$ cat config.mk
export PLATFORM = sky130hd
export DESIGN_NAME = text_console_cursor_commands_unit
export DESIGN_NICKNAME = d
export VERILOG_FILES = /design/src/design/tccc_pkg.sv /design/src/design/tccc_front.sv /design/src/design/tccc_queue.sv /design/src/design/tccc_back.sv /design/src/design/text_console_cursor_commands_unit.sv
export SDC_FILE = /design/constraint.sdc
export NUM_CORES = 1
export LEC_CHECK = 0
export BUFFER_PORTS_ARGS = -buffer_cell sky130_fd_sc_hd__buf_2
export CAP_MARGIN = 30
export CORE_MARGIN = 1
export CORE_UTILIZATION = 25
export DETAILED_ROUTE_END_ITERATION = 16
export RECOVER_POWER = 25
export SLEW_MARGIN = 20
export SYNTH_ARGS = -nofsm -noshare
export SYNTH_HDL_FRONTEND = slang
export SYNTH_HIERARCHICAL = 1
export SYNTH_SLANG_ARGS = --single-unit
$ cat constraint.sdc
create_clock -name clk -period 7.95 [get_ports clk]
set_clock_uncertainty 0.2 [all_clocks]
set_input_delay 1.59 -clock clk [delete_from_list [all_inputs] [get_ports clk]]
set_output_delay 1.59 -clock clk [all_outputs]
set_load 0.005 [all_outputs]
$ cat src/design/tccc_pkg.sv
// Shared types, codes and constants for the text console cursor command unit.
// No dependencies; every other design file refers to this package by scope.
package tccc_pkg;

    localparam int DefCellWidth  = 8;
    localparam int DefCellHeight = 16;
    localparam int DefQueueDepth = 4;

    localparam int PosWidth = 12;

    // Request types on the input channel.
    localparam logic [1:0] REQ_CHAR  = 2'd0;
    localparam logic [1:0] REQ_BLINK = 2'd1;
    localparam logic [1:0] REQ_CLEAR = 2'd2;

    // Configuration register indexes.
    localparam logic [2:0] CFG_FG_COLOR     = 3'd0;
    localparam logic [2:0] CFG_BG_COLOR     = 3'd1;
    localparam logic [2:0] CFG_CURSOR_COLOR = 3'd2;
    localparam logic [2:0] CFG_SCREEN_W     = 3'd3;
    localparam logic [2:0] CFG_SCREEN_H     = 3'd4;

    localparam logic [31:0]         RST_FG_COLOR     = 32'hFFFF_FFFF;
    localparam logic [31:0]         RST_BG_COLOR     = 32'hFF78_45A8;
    localparam logic [31:0]         RST_CURSOR_COLOR = 32'hFF9B_6FD0;
    localparam logic [PosWidth-1:0] RST_SCREEN_W     = 12'd1024;
    localparam logic [PosWidth-1:0] RST_SCREEN_H     = 12'd768;

    // Character codes with special handling.
    localparam logic [7:0] CHAR_LF        = 8'h0A;
    localparam logic [7:0] CHAR_CR        = 8'h0D;
    localparam logic [7:0] CHAR_BS        = 8'h08;
    localparam logic [7:0] CHAR_SPACE     = 8'h20;
    localparam logic [7:0] CHAR_PRINT_MAX = 8'h7E;

    // Bit positions in a plan's command mask, in emission order.
    localparam int PLAN_ERASE  = 0;
    localparam int PLAN_SCROLL = 1;
    localparam int PLAN_GLYPH  = 2;
    localparam int PLAN_FILL   = 3;
    localparam int PLAN_CLEAR  = 4;
    localparam int PlanCmds    = 5;

    typedef enum logic [2:0] {
        CMD_FILL_CURSOR  = 3'd0,
        CMD_ERASE_CURSOR = 3'd1,
        CMD_GLYPH        = 3'd2,
        CMD_SCROLL       = 3'd3,
        CMD_CLEAR        = 3'd4
    } cmd_kind_t;

    typedef struct packed {
        logic [1:0] req_type;
        logic [7:0] char_code;
    } req_t;

    typedef struct packed {
        cmd_kind_t            cmd_kind;
        logic [PosWidth-1:0]  x_pos;
        logic [PosWidth-1:0]  y_pos;
        logic [7:0]           glyph_code;
        logic [31:0]          fore_color;
        logic [31:0]          back_color;
        logic                 last;
    } cmd_t;

    typedef struct packed {
        logic [31:0]          fg_color;
        logic [31:0]          bg_color;
        logic [31:0]          cursor_color;
        logic [PosWidth-1:0]  screen_width;
        logic [PosWidth-1:0]  screen_height;
    } cfg_t;

    // Decoded work for one request: which commands to emit and where.
    typedef struct packed {
        logic [PlanCmds-1:0]  cmds;
        logic [PosWidth-1:0]  erase_x;
        logic [PosWidth-1:0]  erase_y;
        logic [PosWidth-1:0]  glyph_x;
        logic [PosWidth-1:0]  glyph_y;
        logic [7:0]           glyph_code;
        logic [PosWidth-1:0]  fill_x;
        logic [PosWidth-1:0]  fill_y;
    } plan_t;

endpackage

$ cat src/design/tccc_front.sv
// Front end: accepts requests, tracks the cursor and decodes each request into a plan.
// Depends on tccc_pkg.
module tccc_front #(
    parameter int CELL_WIDTH  = tccc_pkg::DefCellWidth,
    parameter int CELL_HEIGHT = tccc_pkg::DefCellHeight
) (
    input  logic            clk,
    input  logic            rst_n,
    input  logic            accept,
    input  tccc_pkg::req_t  req,
    input  tccc_pkg::cfg_t  cfg,
    output logic            plan_valid,
    output tccc_pkg::plan_t plan
);

    localparam int PW = tccc_pkg::PosWidth;
    localparam logic [PW+1:0] CW_EXT = (PW + 2)'(CELL_WIDTH);
    localparam logic [PW+1:0] CH_EXT = (PW + 2)'(CELL_HEIGHT);
    localparam logic [PW-1:0] CW_POS = PW'(CELL_WIDTH);
    localparam logic [PW-1:0] CH_POS = PW'(CELL_HEIGHT);

    logic [PW-1:0] col_reg, col_next;
    logic [PW-1:0] row_reg, row_next;
    logic          shown_reg, shown_next;

    logic [PW+1:0] nl_y;
    logic          nl_scroll;
    logic [PW-1:0] nl_row;
    logic          wrap;
    logic          printable;
    logic [PW-1:0] gx;
    logic [PW-1:0] gy;

    always_comb
    begin
        // New line: the row steps down one cell unless that would reach the bottom,
        // in which case the screen scrolls and the row stays put.
        nl_y      = {2'b00, row_reg} + CH_EXT;
        nl_scroll = (nl_y + CH_EXT) >= {2'b00, cfg.screen_height};
        nl_row    = nl_scroll ? row_reg : row_reg + CH_POS;
        wrap      = ({2'b00, col_reg} + CW_EXT) >= {2'b00, cfg.screen_width};
        printable = (req.char_code >= tccc_pkg::CHAR_SPACE) &&
                    (req.char_code <= tccc_pkg::CHAR_PRINT_MAX);
        gx        = wrap ? '0 : col_reg;
        gy        = wrap ? nl_row : row_reg;

        col_next   = col_reg;
        row_next   = row_reg;
        shown_next = shown_reg;
        plan       = '0;
        plan.erase_x = col_reg;
        plan.erase_y = row_reg;
        plan_valid = 1'b0;

        case (req.req_type)
            tccc_pkg::REQ_CHAR:
            begin
                plan_valid = 1'b1;
                plan.cmds[tccc_pkg::PLAN_ERASE] = shown_reg;
                plan.cmds[tccc_pkg::PLAN_FILL]  = 1'b1;
                shown_next = 1'b1;
                if (req.char_code == tccc_pkg::CHAR_LF)
                begin
                    col_next = '0;
                    row_next = nl_row;
                    plan.cmds[tccc_pkg::PLAN_SCROLL] = nl_scroll;
                end
                else if (req.char_code == tccc_pkg::CHAR_CR)
                begin
                    col_next = '0;
                end
                else if (req.char_code == tccc_pkg::CHAR_BS)
                begin
                    if ({2'b00, col_reg} >= CW_EXT)
                    begin
                        col_next = col_reg - CW_POS;
                        plan.cmds[tccc_pkg::PLAN_GLYPH] = 1'b1;
                        plan.glyph_x    = col_reg - CW_POS;
                        plan.glyph_y    = row_reg;
                        plan.glyph_code = tccc_pkg::CHAR_SPACE;
                    end
                end
                else if (printable)
                begin
                    plan.cmds[tccc_pkg::PLAN_SCROLL] = wrap && nl_scroll;
                    plan.cmds[tccc_pkg::PLAN_GLYPH]  = 1'b1;
                    plan.glyph_x    = gx;
                    plan.glyph_y    = gy;
                    plan.glyph_code = req.char_code;
                    col_next = gx + CW_POS;
                    row_next = gy;
                end
            end
            tccc_pkg::REQ_BLINK:
            begin
                plan_valid = 1'b1;
                plan.cmds[tccc_pkg::PLAN_ERASE] = shown_reg;
                plan.cmds[tccc_pkg::PLAN_FILL]  = !shown_reg;
                shown_next = !shown_reg;
            end
            tccc_pkg::REQ_CLEAR:
            begin
                plan_valid = 1'b1;
                plan.cmds[tccc_pkg::PLAN_CLEAR] = 1'b1;
                shown_next = 1'b0;
                col_next   = '0;
                row_next   = '0;
            end
            default:
            begin
                plan_valid = 1'b0;
            end
        endcase

        plan.fill_x = col_next;
        plan.fill_y = row_next;
    end

    always_ff @(posedge clk or negedge rst_n)
    begin
        if (!rst_n)
        begin
            col_reg   <= '0;
            row_reg   <= '0;
            shown_reg <= 1'b0;
        end
        else if (accept)
        begin
            col_reg   <= col_next;
            row_reg   <= row_next;
            shown_reg <= shown_next;
        end
    end

endmodule

$ cat src/design/tccc_queue.sv
// Small first-in first-out queue of decoded plans between front and back end.
// Depends on tccc_pkg.
module tccc_queue #(
    parameter int DEPTH = tccc_pkg::DefQueueDepth
) (
    input  logic            clk,
    input  logic            rst_n,
    input  logic            wr_en,
    input  tccc_pkg::plan_t wr_data,
    input  logic            rd_en,
    output tccc_pkg::plan_t rd_data,
    output logic            full,
    output logic            empty
);

    localparam int PtrW = (DEPTH > 1) ? $clog2(DEPTH) : 1;
    localparam int CntW = $clog2(DEPTH + 1);
    localparam logic [PtrW-1:0] LastPtr = PtrW'(DEPTH - 1);
    localparam logic [CntW-1:0] DepthCnt = CntW'(DEPTH);

    tccc_pkg::plan_t store_reg [DEPTH];
    logic [PtrW-1:0] wr_ptr_reg, wr_ptr_next;
    logic [PtrW-1:0] rd_ptr_reg, rd_ptr_next;
    logic [CntW-1:0] count_reg, count_next;
    logic            do_wr;
    logic            do_rd;

    assign full    = (count_reg == DepthCnt);
    assign empty   = (count_reg == '0);
    assign rd_data = store_reg[rd_ptr_reg];
    assign do_wr   = wr_en && !full;
    assign do_rd   = rd_en && !empty;

    always_comb
    begin
        wr_ptr_next = wr_ptr_reg;
        rd_ptr_next = rd_ptr_reg;
        if (do_wr)
        begin
            wr_ptr_next = (wr_ptr_reg == LastPtr) ? '0 : wr_ptr_reg + 1'b1;
        end
        if (do_rd)
        begin
            rd_ptr_next = (rd_ptr_reg == LastPtr) ? '0 : rd_ptr_reg + 1'b1;
        end
        count_next = count_reg + CntW'(do_wr) - CntW'(do_rd);
    end

    always_ff @(posedge clk)
    begin
        if (do_wr)
        begin
            store_reg[wr_ptr_reg] <= wr_data;
        end
    end

    always_ff @(posedge clk or negedge rst_n)
    begin
        if (!rst_n)
        begin
            wr_ptr_reg <= '0;
            rd_ptr_reg <= '0;
            count_reg  <= '0;
        end
        else
        begin
            wr_ptr_reg <= wr_ptr_next;
            rd_ptr_reg <= rd_ptr_next;
            count_reg  <= count_next;
        end
    end

endmodule

$ cat src/design/tccc_back.sv
// Back end: walks each plan's command mask, one command per cycle unless stalled.
// Depends on tccc_pkg; the result register here faces the output channel.
module tccc_back (
    input  logic            clk,
    input  logic            rst_n,
    input  tccc_pkg::cfg_t  cfg,
    input  logic            q_empty,
    input  tccc_pkg::plan_t q_data,
    output logic            q_pop,
    input  logic            pop,
    output logic            empty,
    output tccc_pkg::cmd_t  cmd
);

    localparam int NC = tccc_pkg::PlanCmds;

    tccc_pkg::plan_t cur_reg, cur_next;
    logic [NC-1:0]   mask_reg, mask_next;
    logic            out_valid_reg, out_valid_next;
    tccc_pkg::cmd_t  out_reg, out_next;

    logic [NC-1:0]   sel;
    logic [NC-1:0]   mask_after;
    logic            can_emit;
    logic            emit;
    logic            load;

    always_comb
    begin
        // Lowest pending bit goes first; the mask order is the emission order.
        sel = mask_reg & (~mask_reg + 1'b1);

        can_emit   = !out_valid_reg || pop;
        emit       = can_emit && (mask_reg != '0);
        mask_after = emit ? (mask_reg & ~sel) : mask_reg;
        load       = (mask_after == '0) && !q_empty;
        q_pop      = load;
        mask_next  = load ? q_data.cmds : mask_after;
        cur_next   = load ? q_data : cur_reg;

        out_next            = out_reg;
        out_next.x_pos      = '0;
        out_next.y_pos      = '0;
        out_next.glyph_code = '0;
        out_next.back_color = '0;
        out_next.last       = (mask_after == '0);
        if (sel[tccc_pkg::PLAN_ERASE])
        begin
            out_next.cmd_kind   = tccc_pkg::CMD_ERASE_CURSOR;
            out_next.x_pos      = cur_reg.erase_x;
            out_next.y_pos      = cur_reg.erase_y;
            out_next.fore_color = cfg.bg_color;
        end
        else if (sel[tccc_pkg::PLAN_SCROLL])
        begin
            out_next.cmd_kind   = tccc_pkg::CMD_SCROLL;
            out_next.fore_color = cfg.bg_color;
            out_next.back_color = cfg.bg_color;
        end
        else if (sel[tccc_pkg::PLAN_GLYPH])
        begin
            out_next.cmd_kind   = tccc_pkg::CMD_GLYPH;
            out_next.x_pos      = cur_reg.glyph_x;
            out_next.y_pos      = cur_reg.glyph_y;
            out_next.glyph_code = cur_reg.glyph_code;
            out_next.fore_color = cfg.fg_color;
            out_next.back_color = cfg.bg_color;
        end
        else if (sel[tccc_pkg::PLAN_FILL])
        begin
            out_next.cmd_kind   = tccc_pkg::CMD_FILL_CURSOR;
            out_next.x_pos      = cur_reg.fill_x;
            out_next.y_pos      = cur_reg.fill_y;
            out_next.fore_color = cfg.cursor_color;
        end
        else
        begin
            out_next.cmd_kind   = tccc_pkg::CMD_CLEAR;
            out_next.fore_color = cfg.bg_color;
            out_next.back_color = cfg.bg_color;
        end

        if (emit)
        begin
            out_valid_next = 1'b1;
        end
        else if (pop)
        begin
            out_valid_next = 1'b0;
        end
        else
        begin
            out_valid_next = out_valid_reg;
        end
    end

    always_ff @(posedge clk)
    begin
        cur_reg <= cur_next;
        if (emit)
        begin
            out_reg <= out_next;
        end
    end

    always_ff @(posedge clk or negedge rst_n)
    begin
        if (!rst_n)
        begin
            mask_reg      <= '0;
            out_valid_reg <= 1'b0;
        end
        else
        begin
            mask_reg      <= mask_next;
            out_valid_reg <= out_valid_next;
        end
    end

    assign empty = !out_valid_reg;
    assign cmd   = out_reg;

endmodule

$ cat src/design/text_console_cursor_commands_unit.sv
// Text console cursor command unit: top level with configuration registers.
// Depends on tccc_pkg, tccc_front, tccc_queue and tccc_back.
//
// Usage: requests (character, cursor blink toggle, clear screen) enter through
// push/full; a transaction happens on a clock edge with push high and full low.
// Draw commands leave through empty/pop in the order erase cursor, scroll,
// glyph, fill cursor, clear; the last command of a request carries last = 1.
// A request decodes into up to four commands in the cycle it is accepted and
// waits in a queue of QUEUE_DEPTH entries (four by default). The first command
// of a request goes through the queue, the plan register and the result
// register to the result ports. The back end issues one command per cycle
// unless the receiver stalls; a request yields one to four commands; requests
// of unused type produce nothing. Requests keep being taken while commands
// wait, until the queue fills; a stalled receiver then raises full.
// Configuration writes are always ready and should happen only while the unit
// is idle. Reset puts the cursor at the top left, not drawn, and loads the
// default colors and a 1024 by 768 screen.
module text_console_cursor_commands_unit #(
    parameter int CELL_WIDTH  = tccc_pkg::DefCellWidth,
    parameter int CELL_HEIGHT = tccc_pkg::DefCellHeight,
    parameter int QUEUE_DEPTH = tccc_pkg::DefQueueDepth
) (
    input  logic           clk,
    input  logic           rst_n,
    input  logic           push,
    output logic           full,
    input  tccc_pkg::req_t req,
    output logic           empty,
    input  logic           pop,
    output tccc_pkg::cmd_t cmd,
    input  logic           cfg_valid,
    output logic           cfg_ready,
    input  logic [2:0]     cfg_index,
    input  logic [31:0]    cfg_data
);

    tccc_pkg::cfg_t  cfg_reg;
    tccc_pkg::plan_t plan;
    logic            plan_valid;
    tccc_pkg::plan_t q_data;
    logic            q_empty;
    logic            q_pop;
    logic            accept;

    assign cfg_ready = 1'b1;
    assign accept    = push && !full;

    always_ff @(posedge clk or negedge rst_n)
    begin
        if (!rst_n)
        begin
            cfg_reg.fg_color      <= tccc_pkg::RST_FG_COLOR;
            cfg_reg.bg_color      <= tccc_pkg::RST_BG_COLOR;
            cfg_reg.cursor_color  <= tccc_pkg::RST_CURSOR_COLOR;
            cfg_reg.screen_width  <= tccc_pkg::RST_SCREEN_W;
            cfg_reg.screen_height <= tccc_pkg::RST_SCREEN_H;
        end
        else if (cfg_valid && cfg_ready)
        begin
            unique case (cfg_index)
                tccc_pkg::CFG_FG_COLOR:     cfg_reg.fg_color     <= cfg_data;
                tccc_pkg::CFG_BG_COLOR:     cfg_reg.bg_color     <= cfg_data;
                tccc_pkg::CFG_CURSOR_COLOR: cfg_reg.cursor_color <= cfg_data;
                tccc_pkg::CFG_SCREEN_W:
                    cfg_reg.screen_width  <= cfg_data[tccc_pkg::PosWidth-1:0];
                tccc_pkg::CFG_SCREEN_H:
                    cfg_reg.screen_height <= cfg_data[tccc_pkg::PosWidth-1:0];
                default:
                begin
                end
            endcase
        end
    end

    tccc_front #(
        .CELL_WIDTH  (CELL_WIDTH),
        .CELL_HEIGHT (CELL_HEIGHT)
    ) u_front (
        .clk        (clk),
        .rst_n      (rst_n),
        .accept     (accept),
        .req        (req),
        .cfg        (cfg_reg),
        .plan_valid (plan_valid),
        .plan       (plan)
    );

    tccc_queue #(
        .DEPTH (QUEUE_DEPTH)
    ) u_queue (
        .clk     (clk),
        .rst_n   (rst_n),
        .wr_en   (accept && plan_valid),
        .wr_data (plan),
        .rd_en   (q_pop),
        .rd_data (q_data),
        .full    (full),
        .empty   (q_empty)
    );

    tccc_back u_back (
        .clk     (clk),
        .rst_n   (rst_n),
        .cfg     (cfg_reg),
        .q_empty (q_empty),
        .q_data  (q_data),
        .q_pop   (q_pop),
        .pop     (pop),
        .empty   (empty),
        .cmd     (cmd)
    );

endmodule
==> results of run 1 <==
## kinds of logic after synthesis
kind of cell,after synthesis,synth area share (%)
xor+xnor,25,0.7730
fa+ha+maj,43,1.926
other cells,2,0.02651
simple gates,307,6.047
buf+inv,178,3.308
compound gates,285,6.860
mux,208,11.65
flops,678,69.41
## worst max-delay path by stage
stage                                         from                                  to  slack, ps  depth (start not counted)
floorplan                                      pop             u_back/cmd[0]$_DFFE_PP_       1220                          3
global placement                               pop      u_queue/count_reg[2]$_DFF_PN0_       2690                         15
detailed placement                             pop      u_queue/count_reg[2]$_DFF_PN0_       2630                         15
CTS                 u_front/col_reg[5]$_DFFE_PN0P_  u_queue/store_reg[1][21]$_DFFE_PP_       3100                         16
global route          u_back/mask_reg[1]$_DFF_PN0_            u_back/cmd[89]$_DFFE_PP_       1400                          7
finish                u_back/mask_reg[1]$_DFF_PN0_            u_back/cmd[73]$_DFFE_PP_       1790                          7
## area by class of cell
cell class	instances	area share, %
Inverter	73	0.8302
Timing Repair Buffer	184	3.150
Sequential cell	678	59.59
Antenna cell	6	0.04549
Clock buffer	105	6.338
Tap cell	1500	5.686
Clock inverter	28	0.7809
Multi-Input combinational cell	870	23.58
## critical path: cells and delay by family, from the launching register on
family,cells,cell delay [ps]
buffers and inverters,4,4500
AO/OA/AOI/OAI,1,480
flip-flops,1,450
AND/OR/NAND/NOR,2,360
## routing by layer
metal | share of wire, % | track usage, % | vias up
met3 | 7.1 | 3.297 | 116
met5 | 0.099 | 0 | -
li1 | - | - | 7034
met4 | 2.1 | 3.243 | 12
met2 | 47 | 19.31 | 551
met1 | 43 | 15.76 | 8287
## cells in the mapped netlist, drive strengths merged, types with 33 or more instances
cell type  count  area share, %
edfxtp       520             55
ha            42            1.9
clkbuf        33           0.44
o22ai         57            1.3
dfrtp         83            7.3
buf           72            1.9
nand2         58           0.80
and2          42           0.94
o21ai         44           0.80
mux4          85            6.8
inv           73           0.97
mux2         123            4.9
a21oi         68            1.3
dfstp         75            7.0
nor2          82            1.1
## where the power goes
group          internal [mW]  total (mW)  switching (mW)
Sequential              5.17        5.71           0.534
Combinational           1.33        3.18            1.86
Clock                   1.94        3.31            1.37
Total                   8.44        12.2            3.76
==> summary.txt, run 1 <==
Status
  – Status: complete, but fails checks
  – Failing checks: capacitance limit, slew limit

Drt
  – Vias: between 15000 and 20000
  – DR vias/cell: ~4.6
  – ANT nets after route: 0
  – Iter 0 DRT Violations: 1327
  – Wire length per cell: roughly 20 µm
  – Drt pass-1 iters: 8
  – Final wirelength: ~70000 µm
  – # DRC: 0

Die
  – Die Y-Extent: roughly 340 µm
  – Number of cell rows: roughly 120
  – Die area: roughly 110000 µm²
  – Initial cell density of the core: 25.21%
  – Core Area: 112300 µm²
  – Die Width: 338.6 µm
  – IO Pins: about 150

Global routing
  – Grt total ovfl: 0
  – Total GRT Usage: between 10% and 20%
  – Largest net degree at the start of global routing: 85
  – Vias in the first global route: ~16000
  – Global-route wire length before repair: approximately 100000 µm
  – Antenna violations before repair: 15

Logic synthesis
  – EDFF count, synth: 520
  – Number of synthesized register bits: 678
  – Syn Nets: 1819
  – Synth Cell Area: between 20000 and 30000 µm²
  – Seq/Total Area, Yosys: between 60% and 70%
  – FFs w/ async S/R, synth: approximately a quarter
  – Synth Flop Type: edfxtp_1
  – Yosys cell types: 87
  – Synthesized instance count: ~1700
  – Syn Area/Cell: ~16 µm²
  – Yosys synthesis warning count: 6

Placed design
  – Pre-CTS setup slack: between 2000 and 3000 ps
  – IO buf count: 151
  – Placed cells: 3299
  – Placed Instance Area: about 31000 µm²
  – Dpl hpwl: approximately 43000 µm
  – RD Place Congestion: ~0.89

CTS
  – Max clock buf depth: 3
  – Hold buffer count at CTS: 0
  – Clock transition at path regs: around 60 ps
  – CTS tree: built
  – Resized cells post-CTS: 0
  – Sink Count: roughly 680
  – Post-CTS Setup Inserts: 0
  – Clock Latency Late Sink: 620 ps
  – H-tree Lvls: 3
  – Clock root cell: clkbuf_16
  – CTS Buf Count: between 70 and 80

Worst hold path
  – Hold endpoint: cfg_reg[27]$_DFFE_PN0P_
  – Hold crit path type: flip-flop to flip-flop
  – Worst Hold Depth: 1
  – Hold path startpoint: cfg_reg[27]$_DFFE_PN0P_

Worst setup path
  – Slowest stage delay, CP: between 2000 and 2500 ps
  – Reg-to-reg setup timing slack: approximately 1800 ps
  – CP Max Fanout: 57
  – Critical R2R Capture: u_back/cmd[73]$_DFFE_PP_
  – R2R Path Start: u_back/mask_reg[1]$_DFF_PN0_
  – Setup crit start kind: flip-flop
  – WS Path Type: flip-flop to flip-flop
  – Worst path slowest cell: clkbuf_1
  – WP data arrival: ~6400 ps
  – Critical path endpoint category: flip-flop
  – Worst path required time: slightly above 8000 ps
  – Path depth of the worst reg2reg path: 7
  – CP Cell Sequence: nor2_4, clkbuf_1, inv_1, nor2_4, clkbuf_1, a222oi_1, inv_1

Flow run
  – Number of max-cap violations: 10

Timing
  – Slew headroom: -139.9%
  – Hold Worst Slack: about 290 ps
  – Slew Viols, Final: between 300 and 400
  – Final min period: around 6200 ps
  – Slew @ Worst Pin: between 3000 and 4000 ps
  – F_max: 162.4 MHz
  – Final setup TNS: 0 ps
  – Final worst slack: roughly 1800 ps
  – Fin crit share: between 70 and 80%
  – Unrepaired setup endpoints after global routing: false
  – # setup viols final: 0
  – Final Hold Fails: 0

Layout
  – Fillers: 11140
  – Final instance area: 33010 µm²
  – Layout Cells excl Fill: 3444
  – Layout cells sized above 1: roughly 30%
  – Max reg flops: 340
  – Final core utilization: 29.38%
  – Register Area: about 20000 µm²
  – Most frequent cells in the layout: 520 x edfxtp_1, 149 x buf_2, 109 x mux2_2, 85 x mux4_2, 82 x dfrtp_1
  – Area growth syn-to-layout: 16.52%
  – Area of the multi-input gates: around 8000 µm²
  – Layout Nets: 1975
  – Commonest non-fill, non-tap cell in the layout: edfxtp_1

Power and ir drop
  – VDD IR max: ~0.26 mV
  – Power Density: between 300 and 400 nW/µm²
  – Pwr Total: 12.20 mW
  – Leak: 11.67 nW
No activity file was read; power rests on OpenSTA's default activity.
==> run 2, diff against run 1 <==
clock period = 6 ns   (was 7.95 ns; I/O delays follow)
==> run 2 against run 1 <==
The run still ends with capacitance limit, slew limit left. Critical path depth up 11. Final cell count is 0.12% higher. Clock power rose by 38%. Routed wire length increased by 2.3%. Hold slack improved by 2.3 ps. Critical path type unchanged. Register-to-register slack got worse by 650 ps. Setup slack worse by 650 ps. First-iteration DRC count down 9.5%. Sequential share of layout area is 0.24 points lower. Global-route usage rose by 0.34 points. Via count is 0.68% higher. Critical endpoint is now u_queue/store_reg[3][23]$_DFFE_PP_. Non-clock buffer count shrank 4.
==> summary.txt, run 2 (synthesis gave the netlist of run 1 again) <==
CTS
  – Clock root cell: clkbuf_16 (unchanged)
  – Hold buffer count at CTS: 0 (unchanged)
  – Resized cells post-CTS: 0 (unchanged)
  – Clock transition at path regs: 60 ps (about the same)
  – Sink Count: 678 (unchanged)
  – CTS tree: built (unchanged)
  – Clock Latency Late Sink: 620 ps (about the same)
  – CTS Buf Count: 76 (was 75)
  – Max clock buf depth: 3 (unchanged)
  – H-tree Lvls: 3 (unchanged)
  – Post-CTS Setup Inserts: 0 (unchanged)

Layout
  – Most frequent cells in the layout: 520 x edfxtp_1, 148 x buf_2, 109 x mux2_2, 85 x mux4_2, 82 x dfrtp_1 (was 520 x edfxtp_1, 149 x buf_2, 109 x mux2_2, 85 x mux4_2, 82 x dfrtp_1)
  – Fillers: 11170 (was 11140)
  – Layout Nets: 1972 (was 1975)
  – Layout cells sized above 1: 30.88% (was 30.03%)
  – Commonest non-fill, non-tap cell in the layout: edfxtp_1 (unchanged)
  – Final core utilization: 29.50% (was 29.38%)
  – Max reg flops: 340 (unchanged)
  – Area growth syn-to-layout: 16.99% (was 16.52%)

Timing
  – Final min period: 4856 ps (was 6157 ps)
  – Fin crit share: 80.93% (was 77.44%)
  – Hold Worst Slack: 291.3 ps (was 289.0 ps)
  – Final setup TNS: 0 ps (unchanged)
  – Slew @ Worst Pin: 3287 ps (was 3599 ps)
  – # setup viols final: 0 (unchanged)
  – Slew Viols, Final: 196 (was 392)
  – Slew headroom: -119.1% (was -139.9%)
  – Final Hold Fails: 0 (unchanged)
  – F_max: 205.9 MHz (was 162.4 MHz)
  – Unrepaired setup endpoints after global routing: false (unchanged)

Drt
  – Vias: 16110 (was 16000)
  – Final wirelength: 71210 µm (was 69580 µm)
  – ANT nets after route: 0 (unchanged)
  – # DRC: 0 (unchanged)
  – Wire length per cell: 20.65 µm (was 20.20 µm)
  – Drt pass-1 iters: 7 (was 8)
  – Iter 0 DRT Violations: 1201 (was 1327)
  – DR vias/cell: 4.672 (was 4.646)

Worst setup path
  – R2R Path Start: u_front/col_reg[5]$_DFFE_PN0P_ (was u_back/mask_reg[1]$_DFF_PN0_)
  – WP data arrival: 5000 ps (was 6420 ps)
  – CP endpoint: u_queue/store_reg[3][23]$_DFFE_PP_ (was u_back/cmd[73]$_DFFE_PP_)
  – Critical path endpoint category: flip-flop (unchanged)
  – Worst path slowest cell: dfrtp_1 (was clkbuf_1)
  – Setup crit start kind: flip-flop (unchanged)
  – Critical path origin: u_front/col_reg[5]$_DFFE_PN0P_ (was u_back/mask_reg[1]$_DFF_PN0_)
  – Worst path required time: 6150 ps (was 8210 ps)
  – Path depth of the worst reg2reg path: 18 (was 7)
  – WS Path Type: flip-flop to flip-flop (unchanged)
  – Critical R2R Capture: u_queue/store_reg[3][23]$_DFFE_PP_ (was u_back/cmd[73]$_DFFE_PP_)
  – Crit path buf inv count: 0 (was 4)
  – Reg-to-reg setup timing slack: 1140 ps (was 1790 ps)
  – Cell mode on critical path: nor2_1
  – CP Cell Sequence: nand3_1, nor2_1, nand2_1, xnor2_1, ha_1, a21o_1, a221o_1, or2_1, nor2_1, ha_1, nand3_1, nor2_1, nand2_1, nor2_1, xnor2_1, o21ai_0, nand3_1, nand2_1 (was nor2_4, clkbuf_1, inv_1, nor2_4, clkbuf_1, a222oi_1, inv_1)
  – Slowest stage delay, CP: 650 ps (was 2260 ps)
  – CP top delay family: simple AND/OR/NAND/NOR gates (was buffers and inverters)
  – Crit. path cell count: 18 (was 7)
  – CP Max Fanout: 21 (was 57)

Global routing
  – Largest net degree at the start of global routing: 62 (was 85)
  – Vias in the first global route: 16810 (was 16400)
  – Grt total ovfl: 0 (unchanged)
  – Antenna violations before repair: 13 (was 15)
  – Total GRT Usage: 12.32% (was 11.98%)
  – Global-route wire length before repair: 107800 µm (was 104900 µm)

Power and ir drop
  – Power Density: 492.6 nW/µm² (was 369.8 nW/µm²)
  – VDD IR max: 0.2717 mV (was 0.2574 mV)
  – Pwr Total: 16.33 mW (was 12.20 mW)
  – Leak: 11.72 nW (was 11.67 nW)

Placed design
  – RD Place Congestion: 0.8763 (was 0.8863)
  – Dpl hpwl: 44770 µm (was 43440 µm)
  – IO buf count: 151 (unchanged)

Worst hold path
  – Worst Hold Depth: 1 (unchanged)
  – Hold crit path type: flip-flop to flip-flop (unchanged)

Die
  – Initial cell density of the core: 25.21% (unchanged)
  – Die Width: 338.6 µm (unchanged)
  – Die area: 114700 µm² (unchanged)
  – Number of cell rows: 123 (unchanged)
  – Die Y-Extent: 338.6 µm (unchanged)
  – Core Area: 112300 µm² (unchanged)
  – IO Pins: 153 (unchanged)

Status
  – Failing checks: capacitance limit, slew limit (unchanged)
  – Status: complete, but fails checks (unchanged)

Flow run
  – Number of max-cap violations: 5 (was 10)
## run 2: cell types whose count changed in the layout (fill, tap and decap cells not counted), moves of 3 or more
cell	previous run	this run
clkbuf_1	34	27
buf_12	1	6
buf_4	18	15
clkinv_2	10	14
clkbuf_2	0	3
clkinvlp_4	0	3
clkinv_4	0	3
clkinv_1	8	5
## run 2: metal layers
metal	wire length (µm)	track usage, %	part of all wire (%)	vias to the layer above
met4	1545	3.516	2.2	12
met5	74	0	0.10	-
met3	5122	2.849	7.2	120
met2	34270	20.26	48	524
li1	-	-	-	7033
met1	30200	16.16	42	8420
## run 2: power by group
group | total [mW] | switching, mW | internal [mW]
sequential | 7.61 | 0.750 | 6.86
clock | 4.58 | 1.90 | 2.68
combinational | 4.14 | 2.43 | 1.71
## run 2: per-stage QoR
stage	cell area, µm²	instances	setup slack (ps)
floorplan	28340	1726	855.8
global placement	30650	3298	1231
detailed placement	30700	3300	1229
CTS	33170	3439	1204
global route	33130	3442	709.3
finish	33140	3448	1144
## run 2: layout make-up
class | count | area [µm²] | share of cell area [%]
inverter | 73 | 274.0 | 0.8268
clock inverter | 37 | 381.6 | 1.152
antenna | 8 | 20.02 | 0.06041
timing repair buffer | 180 | 1042 | 3.145
sequential | 678 | 19670 | 59.34
multi-input combinational | 870 | 7797 | 23.53
tap | 1500 | 1877 | 5.663
clock buffer | 102 | 2082 | 6.282
## run 2: how the worst min path moves through the flow
| stage | startpoint | end | slack [ps] |
|---|---|---|---|
| finish | cfg_reg[27]$_DFFE_PN0P_ | cfg_reg[27]$_DFFE_PN0P_ | 290 |
| global route | cfg_reg[42]$_DFFE_PN0P_ | cfg_reg[42]$_DFFE_PN0P_ | 320 |
| CTS | cfg_reg[27]$_DFFE_PN0P_ | cfg_reg[27]$_DFFE_PN0P_ | 290 |
| detailed placement | cfg_reg[27]$_DFFE_PN0P_ | cfg_reg[27]$_DFFE_PN0P_ | 280 |
| global placement | cfg_reg[27]$_DFFE_PN0P_ | cfg_reg[27]$_DFFE_PN0P_ | 270 |
| floorplan | cfg_reg[27]$_DFFE_PN0P_ | cfg_reg[27]$_DFFE_PN0P_ | 260 |
==> run 3, diff against run 2 <==
ABC_AREA = 1   (was not set)
clock period = 4.6 ns   (was 6 ns; I/O delays follow)
==> run 3 against run 2 <==
The flow still finishes with violations (capacitance limit, slew limit). Utilization shrank 0.23 points. Synthesized cell count increased by 59%. Combinational power is 67% higher. Critical path type unchanged.
==> summary.txt, run 3 <==
Status
  – Status: complete, but fails checks (unchanged)
  – Failing checks: capacitance limit, slew limit (unchanged)

Timing
  – Slew @ Worst Pin: 2117 ps (was 3287 ps)
  – Slew Viols, Final: 187 (was 196)
  – Final setup TNS: 0 ps (unchanged)
  – Final min period: 4019 ps (was 4856 ps)
  – # setup viols final: 0 (unchanged)
  – Final Hold Fails: 0 (unchanged)
  – F_max: 248.8 MHz (was 205.9 MHz)
  – Unrepaired setup endpoints after global routing: false (unchanged)
  – Fin crit share: 87.37% (was 80.93%)
  – Slew headroom: -41.10% (was -119.1%)

Die
  – Core Area: 118200 µm² (was 112300 µm²)
  – Die Y-Extent: 347.7 µm (was 338.6 µm)
  – Number of cell rows: 126 (was 123)
  – Die area: 120900 µm² (was 114700 µm²)
  – Initial cell density of the core: 25.26% (was 25.21%)
  – IO Pins: 153 (unchanged)
  – Die Width: 347.7 µm (was 338.6 µm)

Global routing
  – Grt total ovfl: 0 (unchanged)
  – Antenna violations before repair: 6 (was 13)
  – Vias in the first global route: 19350 (was 16810)
  – Total GRT Usage: 12.73% (was 12.32%)
  – Largest net degree at the start of global routing: 97 (was 62)
  – Global-route wire length before repair: 118200 µm (was 107800 µm)

Drt
  – DR vias/cell: 4.442 (was 4.672)
  – Vias: 19860 (was 16110)
  – Wire length per cell: 17.34 µm (was 20.65 µm)
  – ANT nets after route: 0 (unchanged)
  – Iter 0 DRT Violations: 1494 (was 1201)
  – # DRC: 0 (unchanged)
  – Final wirelength: 77490 µm (was 71210 µm)
  – Drt pass-1 iters: 5 (was 7)

Logic synthesis
  – Synth Area in Compound Gates: 7.808% (was 6.860%)
  – Syn Area/Cell: 10.91 µm² (was 16.41 µm²)
  – EDFF count, synth: 520 (unchanged)
  – Count leader, synth: nand2_1 (was edfxtp_1)
  – Synth Cell Area: 29870 µm² (was 28330 µm²)
  – Synthesized instance count: 2739 (was 1726)
  – Number of synthesized register bits: 678 (unchanged)
  – Adder-cell share of the synthesized area: 1.826% (was 1.926%)
  – Synth top area cells: edfxtp_1 52%, nand2_1 10%, dfrtp_1 7.0% (was edfxtp_1 55%, dfrtp_1 7.3%, dfstp_2 7.0%)
  – FFs w/ async S/R, synth: 23.30% (unchanged)
  – Main combinational cell family by area after synthesis: simple AND/OR/NAND/NOR gates (was multiplexers)
  – Largest area contributor in the netlist: edfxtp_1 (unchanged)
  – Post-synth top cells: 816 x nand2_1, 520 x edfxtp_1, 304 x inv_1 (was 520 x edfxtp_1, 109 x mux2_2, 85 x mux4_2)
  – Mux cell area share after synthesis: 0% (was 11.65%)
  – Syn Nets: 2832 (was 1819)
  – Simple-gate share of the synthesized area: 16.73% (was 6.047%)
  – Yosys synthesis warning count: 6 (unchanged)
  – Synth Flop Type: edfxtp_1 (unchanged)
  – Yosys cell types: 50 (was 87)
  – Synth Area in XOR/XNOR: 0.4691% (was 0.7730%)
  – Seq/Total Area, Yosys: 65.82% (was 69.41%)
  – Post-synth top area share: 52.27% (was 55.12%)

CTS
  – Sink Count: 678 (unchanged)
  – CTS Buf Count: 73 (was 76)
  – Hold buffer count at CTS: 0 (unchanged)
  – Resized cells post-CTS: 0 (unchanged)
  – Clock transition at path regs: 60 ps (about the same)
  – CTS tree: built (unchanged)
  – Post-CTS Setup Inserts: 0 (unchanged)
  – Max clock buf depth: 3 (unchanged)
  – Clock root cell: clkbuf_16 (unchanged)
  – Clock Latency Late Sink: 640 ps (was 620 ps)
  – H-tree Lvls: 3 (unchanged)

Worst setup path
  – Path depth of the worst reg2reg path: 19 (was 18)
  – Reg-to-reg setup timing slack: 580 ps (was 1140 ps)
  – Critical R2R Capture: u_queue/store_reg[0][55]$_DFFE_PP_ (was u_queue/store_reg[3][23]$_DFFE_PP_)
  – WP data arrival: 4180 ps (was 5000 ps)
  – Critical path endpoint category: flip-flop (unchanged)
  – Worst path required time: 4760 ps (was 6150 ps)
  – WS Path Type: flip-flop to flip-flop (unchanged)
  – Setup crit start kind: flip-flop (unchanged)
  – R2R Path Start: u_front/col_reg[6]$_DFFE_PN0P_ (was u_front/col_reg[5]$_DFFE_PN0P_)
  – CP Max Fanout: 11 (was 21)

Layout
  – Max reg flops: 340 (unchanged)
  – Final instance area: 34600 µm² (was 33140 µm²)
  – Area of the multi-input gates: 8100 µm² (was 7797 µm²)
  – Commonest non-fill, non-tap cell in the layout: nand2_1 (was edfxtp_1)
  – Area growth syn-to-layout: 15.84% (was 16.99%)
  – Layout Nets: 2964 (was 1972)
  – Most frequent cells in the layout: 813 x nand2_1, 520 x edfxtp_1, 304 x inv_1, 200 x nand3_1, 174 x o211ai_1 (was 520 x edfxtp_1, 148 x buf_2, 109 x mux2_2, 85 x mux4_2, 82 x dfrtp_1)
  – Layout cells sized above 1: 15.28% (was 30.88%)
  – Fillers: 12160 (was 11170)
  – Register Area: 19670 µm² (about the same)

Flow run
  – Number of max-cap violations: 4 (was 5)

Placed design
  – Placed Instance Area: 32200 µm² (was 30700 µm²)
  – IO buf count: 151 (unchanged)
  – RD Place Congestion: 0.8467 (was 0.8763)
  – Dpl hpwl: 48830 µm (was 44770 µm)

Worst hold path
  – Hold endpoint: cfg_reg[112]$_DFFE_PN1P_ (was cfg_reg[27]$_DFFE_PN0P_)
  – Hold path startpoint: cfg_reg[112]$_DFFE_PN1P_ (was cfg_reg[27]$_DFFE_PN0P_)
  – Worst Hold Depth: 2 (was 1)
  – Hold crit path type: flip-flop to flip-flop (unchanged)

Power and ir drop
  – Leak: 14.20 nW (was 11.72 nW)
  – Pwr Total: 22.97 mW (was 16.33 mW)
  – Power Density: 663.7 nW/µm² (was 492.6 nW/µm²)
  – VDD IR max: 0.4701 mV (was 0.2717 mV)
run 3: cell count changes after synthesis, moves of 25 or more:
| cell | before | now |
|---|---|---|
| mux2_2 | 109 | 0 |
| mux4_2 | 85 | 0 |
| nand2_1 | 57 | 816 |
| and2_1 | 41 | 0 |
| nand3_1 | 23 | 202 |
| o211ai_1 | 14 | 174 |
| nor2_1 | 78 | 103 |
| inv_1 | 72 | 304 |
run 3: worst max-delay path by stage:
stage | startpoint | end | slack [ps]
4_1_cts | u_front/col_reg[5]$_DFFE_PN0P_ | u_queue/store_reg[0][23]$_DFFE_PP_ | 620
5_1_grt | u_front/col_reg[5]$_DFFE_PN0P_ | u_queue/store_reg[0][23]$_DFFE_PP_ | 120
3_3_place_gp | u_front/col_reg[5]$_DFFE_PN0P_ | u_queue/store_reg[2][23]$_DFFE_PP_ | 660
6_report | u_front/col_reg[6]$_DFFE_PN0P_ | u_queue/store_reg[0][55]$_DFFE_PP_ | 580
2_1_floorplan | req[8] | u_queue/store_reg[0][0]$_DFFE_PP_ | -1300
3_5_place_dp | u_front/col_reg[5]$_DFFE_PN0P_ | u_queue/store_reg[0][23]$_DFFE_PP_ | 650
run 3: per-stage QoR:
stage / hold slack, ps / setup WS [ps] / cells / util, %
floorplan: 241.9 / -1300 / 2739 / -
global placement: 249.7 / 656.6 / 4331 / 27.21
CTS: 159.5 / 623.3 / 4467 / 29.32
finish: 261.2 / 581.1 / 4470 / 29.26
global route: 269.0 / 122.7 / 4470 / 29.26
detailed placement: 252.6 / 652.7 / 4332 / 27.23
run 3: critical path, stage by stage (launching register included):
cell and delay [ps]:
dfrtp_1 350, clkbuf_1 470, nand3_1 180, nor2_1 180, inv_1 100, nor2_1 140
o211ai_1 100, inv_1 70, ha_1 230, and3_1 180, nand2_2 70, inv_2 50
nand3_2 110, nand3_4 140, buf_4 220, nor2_2 150, inv_1 60, nand2_1 110
inv_1 200, a211oi_1 460
run 3: kinds of logic (layout without fill, tap and decap cells):
group	Yosys count	in the layout
AND/OR/NAND/NOR	1187	1187
flip-flops	678	678
buffers and inverters	462	654
AO/OA/AOI/OAI	351	351
adder cells (fa/ha/maj)	43	43
XOR/XNOR	16	16
other	2	5
run 3: where the power goes:
group          switching [mW]  total, mW  internal (mW)
combinational            4.77       6.90           2.13
sequential              0.921       10.0           9.13
clock                    2.48       6.02           3.54
run 3: cell type report:
type | instances | share of cell area, %
sequential | 678 | 56.84
multi-input combinational | 1599 | 23.41
clock buffer | 98 | 5.995
tap | 1536 | 5.554
timing repair buffer | 202 | 3.569
inverter | 317 | 3.468
clock inverter | 37 | 1.139
antenna | 3 | 0.02170
run 3: routing by layer:
metal,vias up,routed length (µm),global-route usage (%),share of wire (%)
li1,9550,-,-,-
met1,9674,32770,15.81,42
met2,505,38750,22.18,50
met3,126,3764,1.918,4.9
met4,2,2183,4.846,2.8
met5,-,13,0,0.017
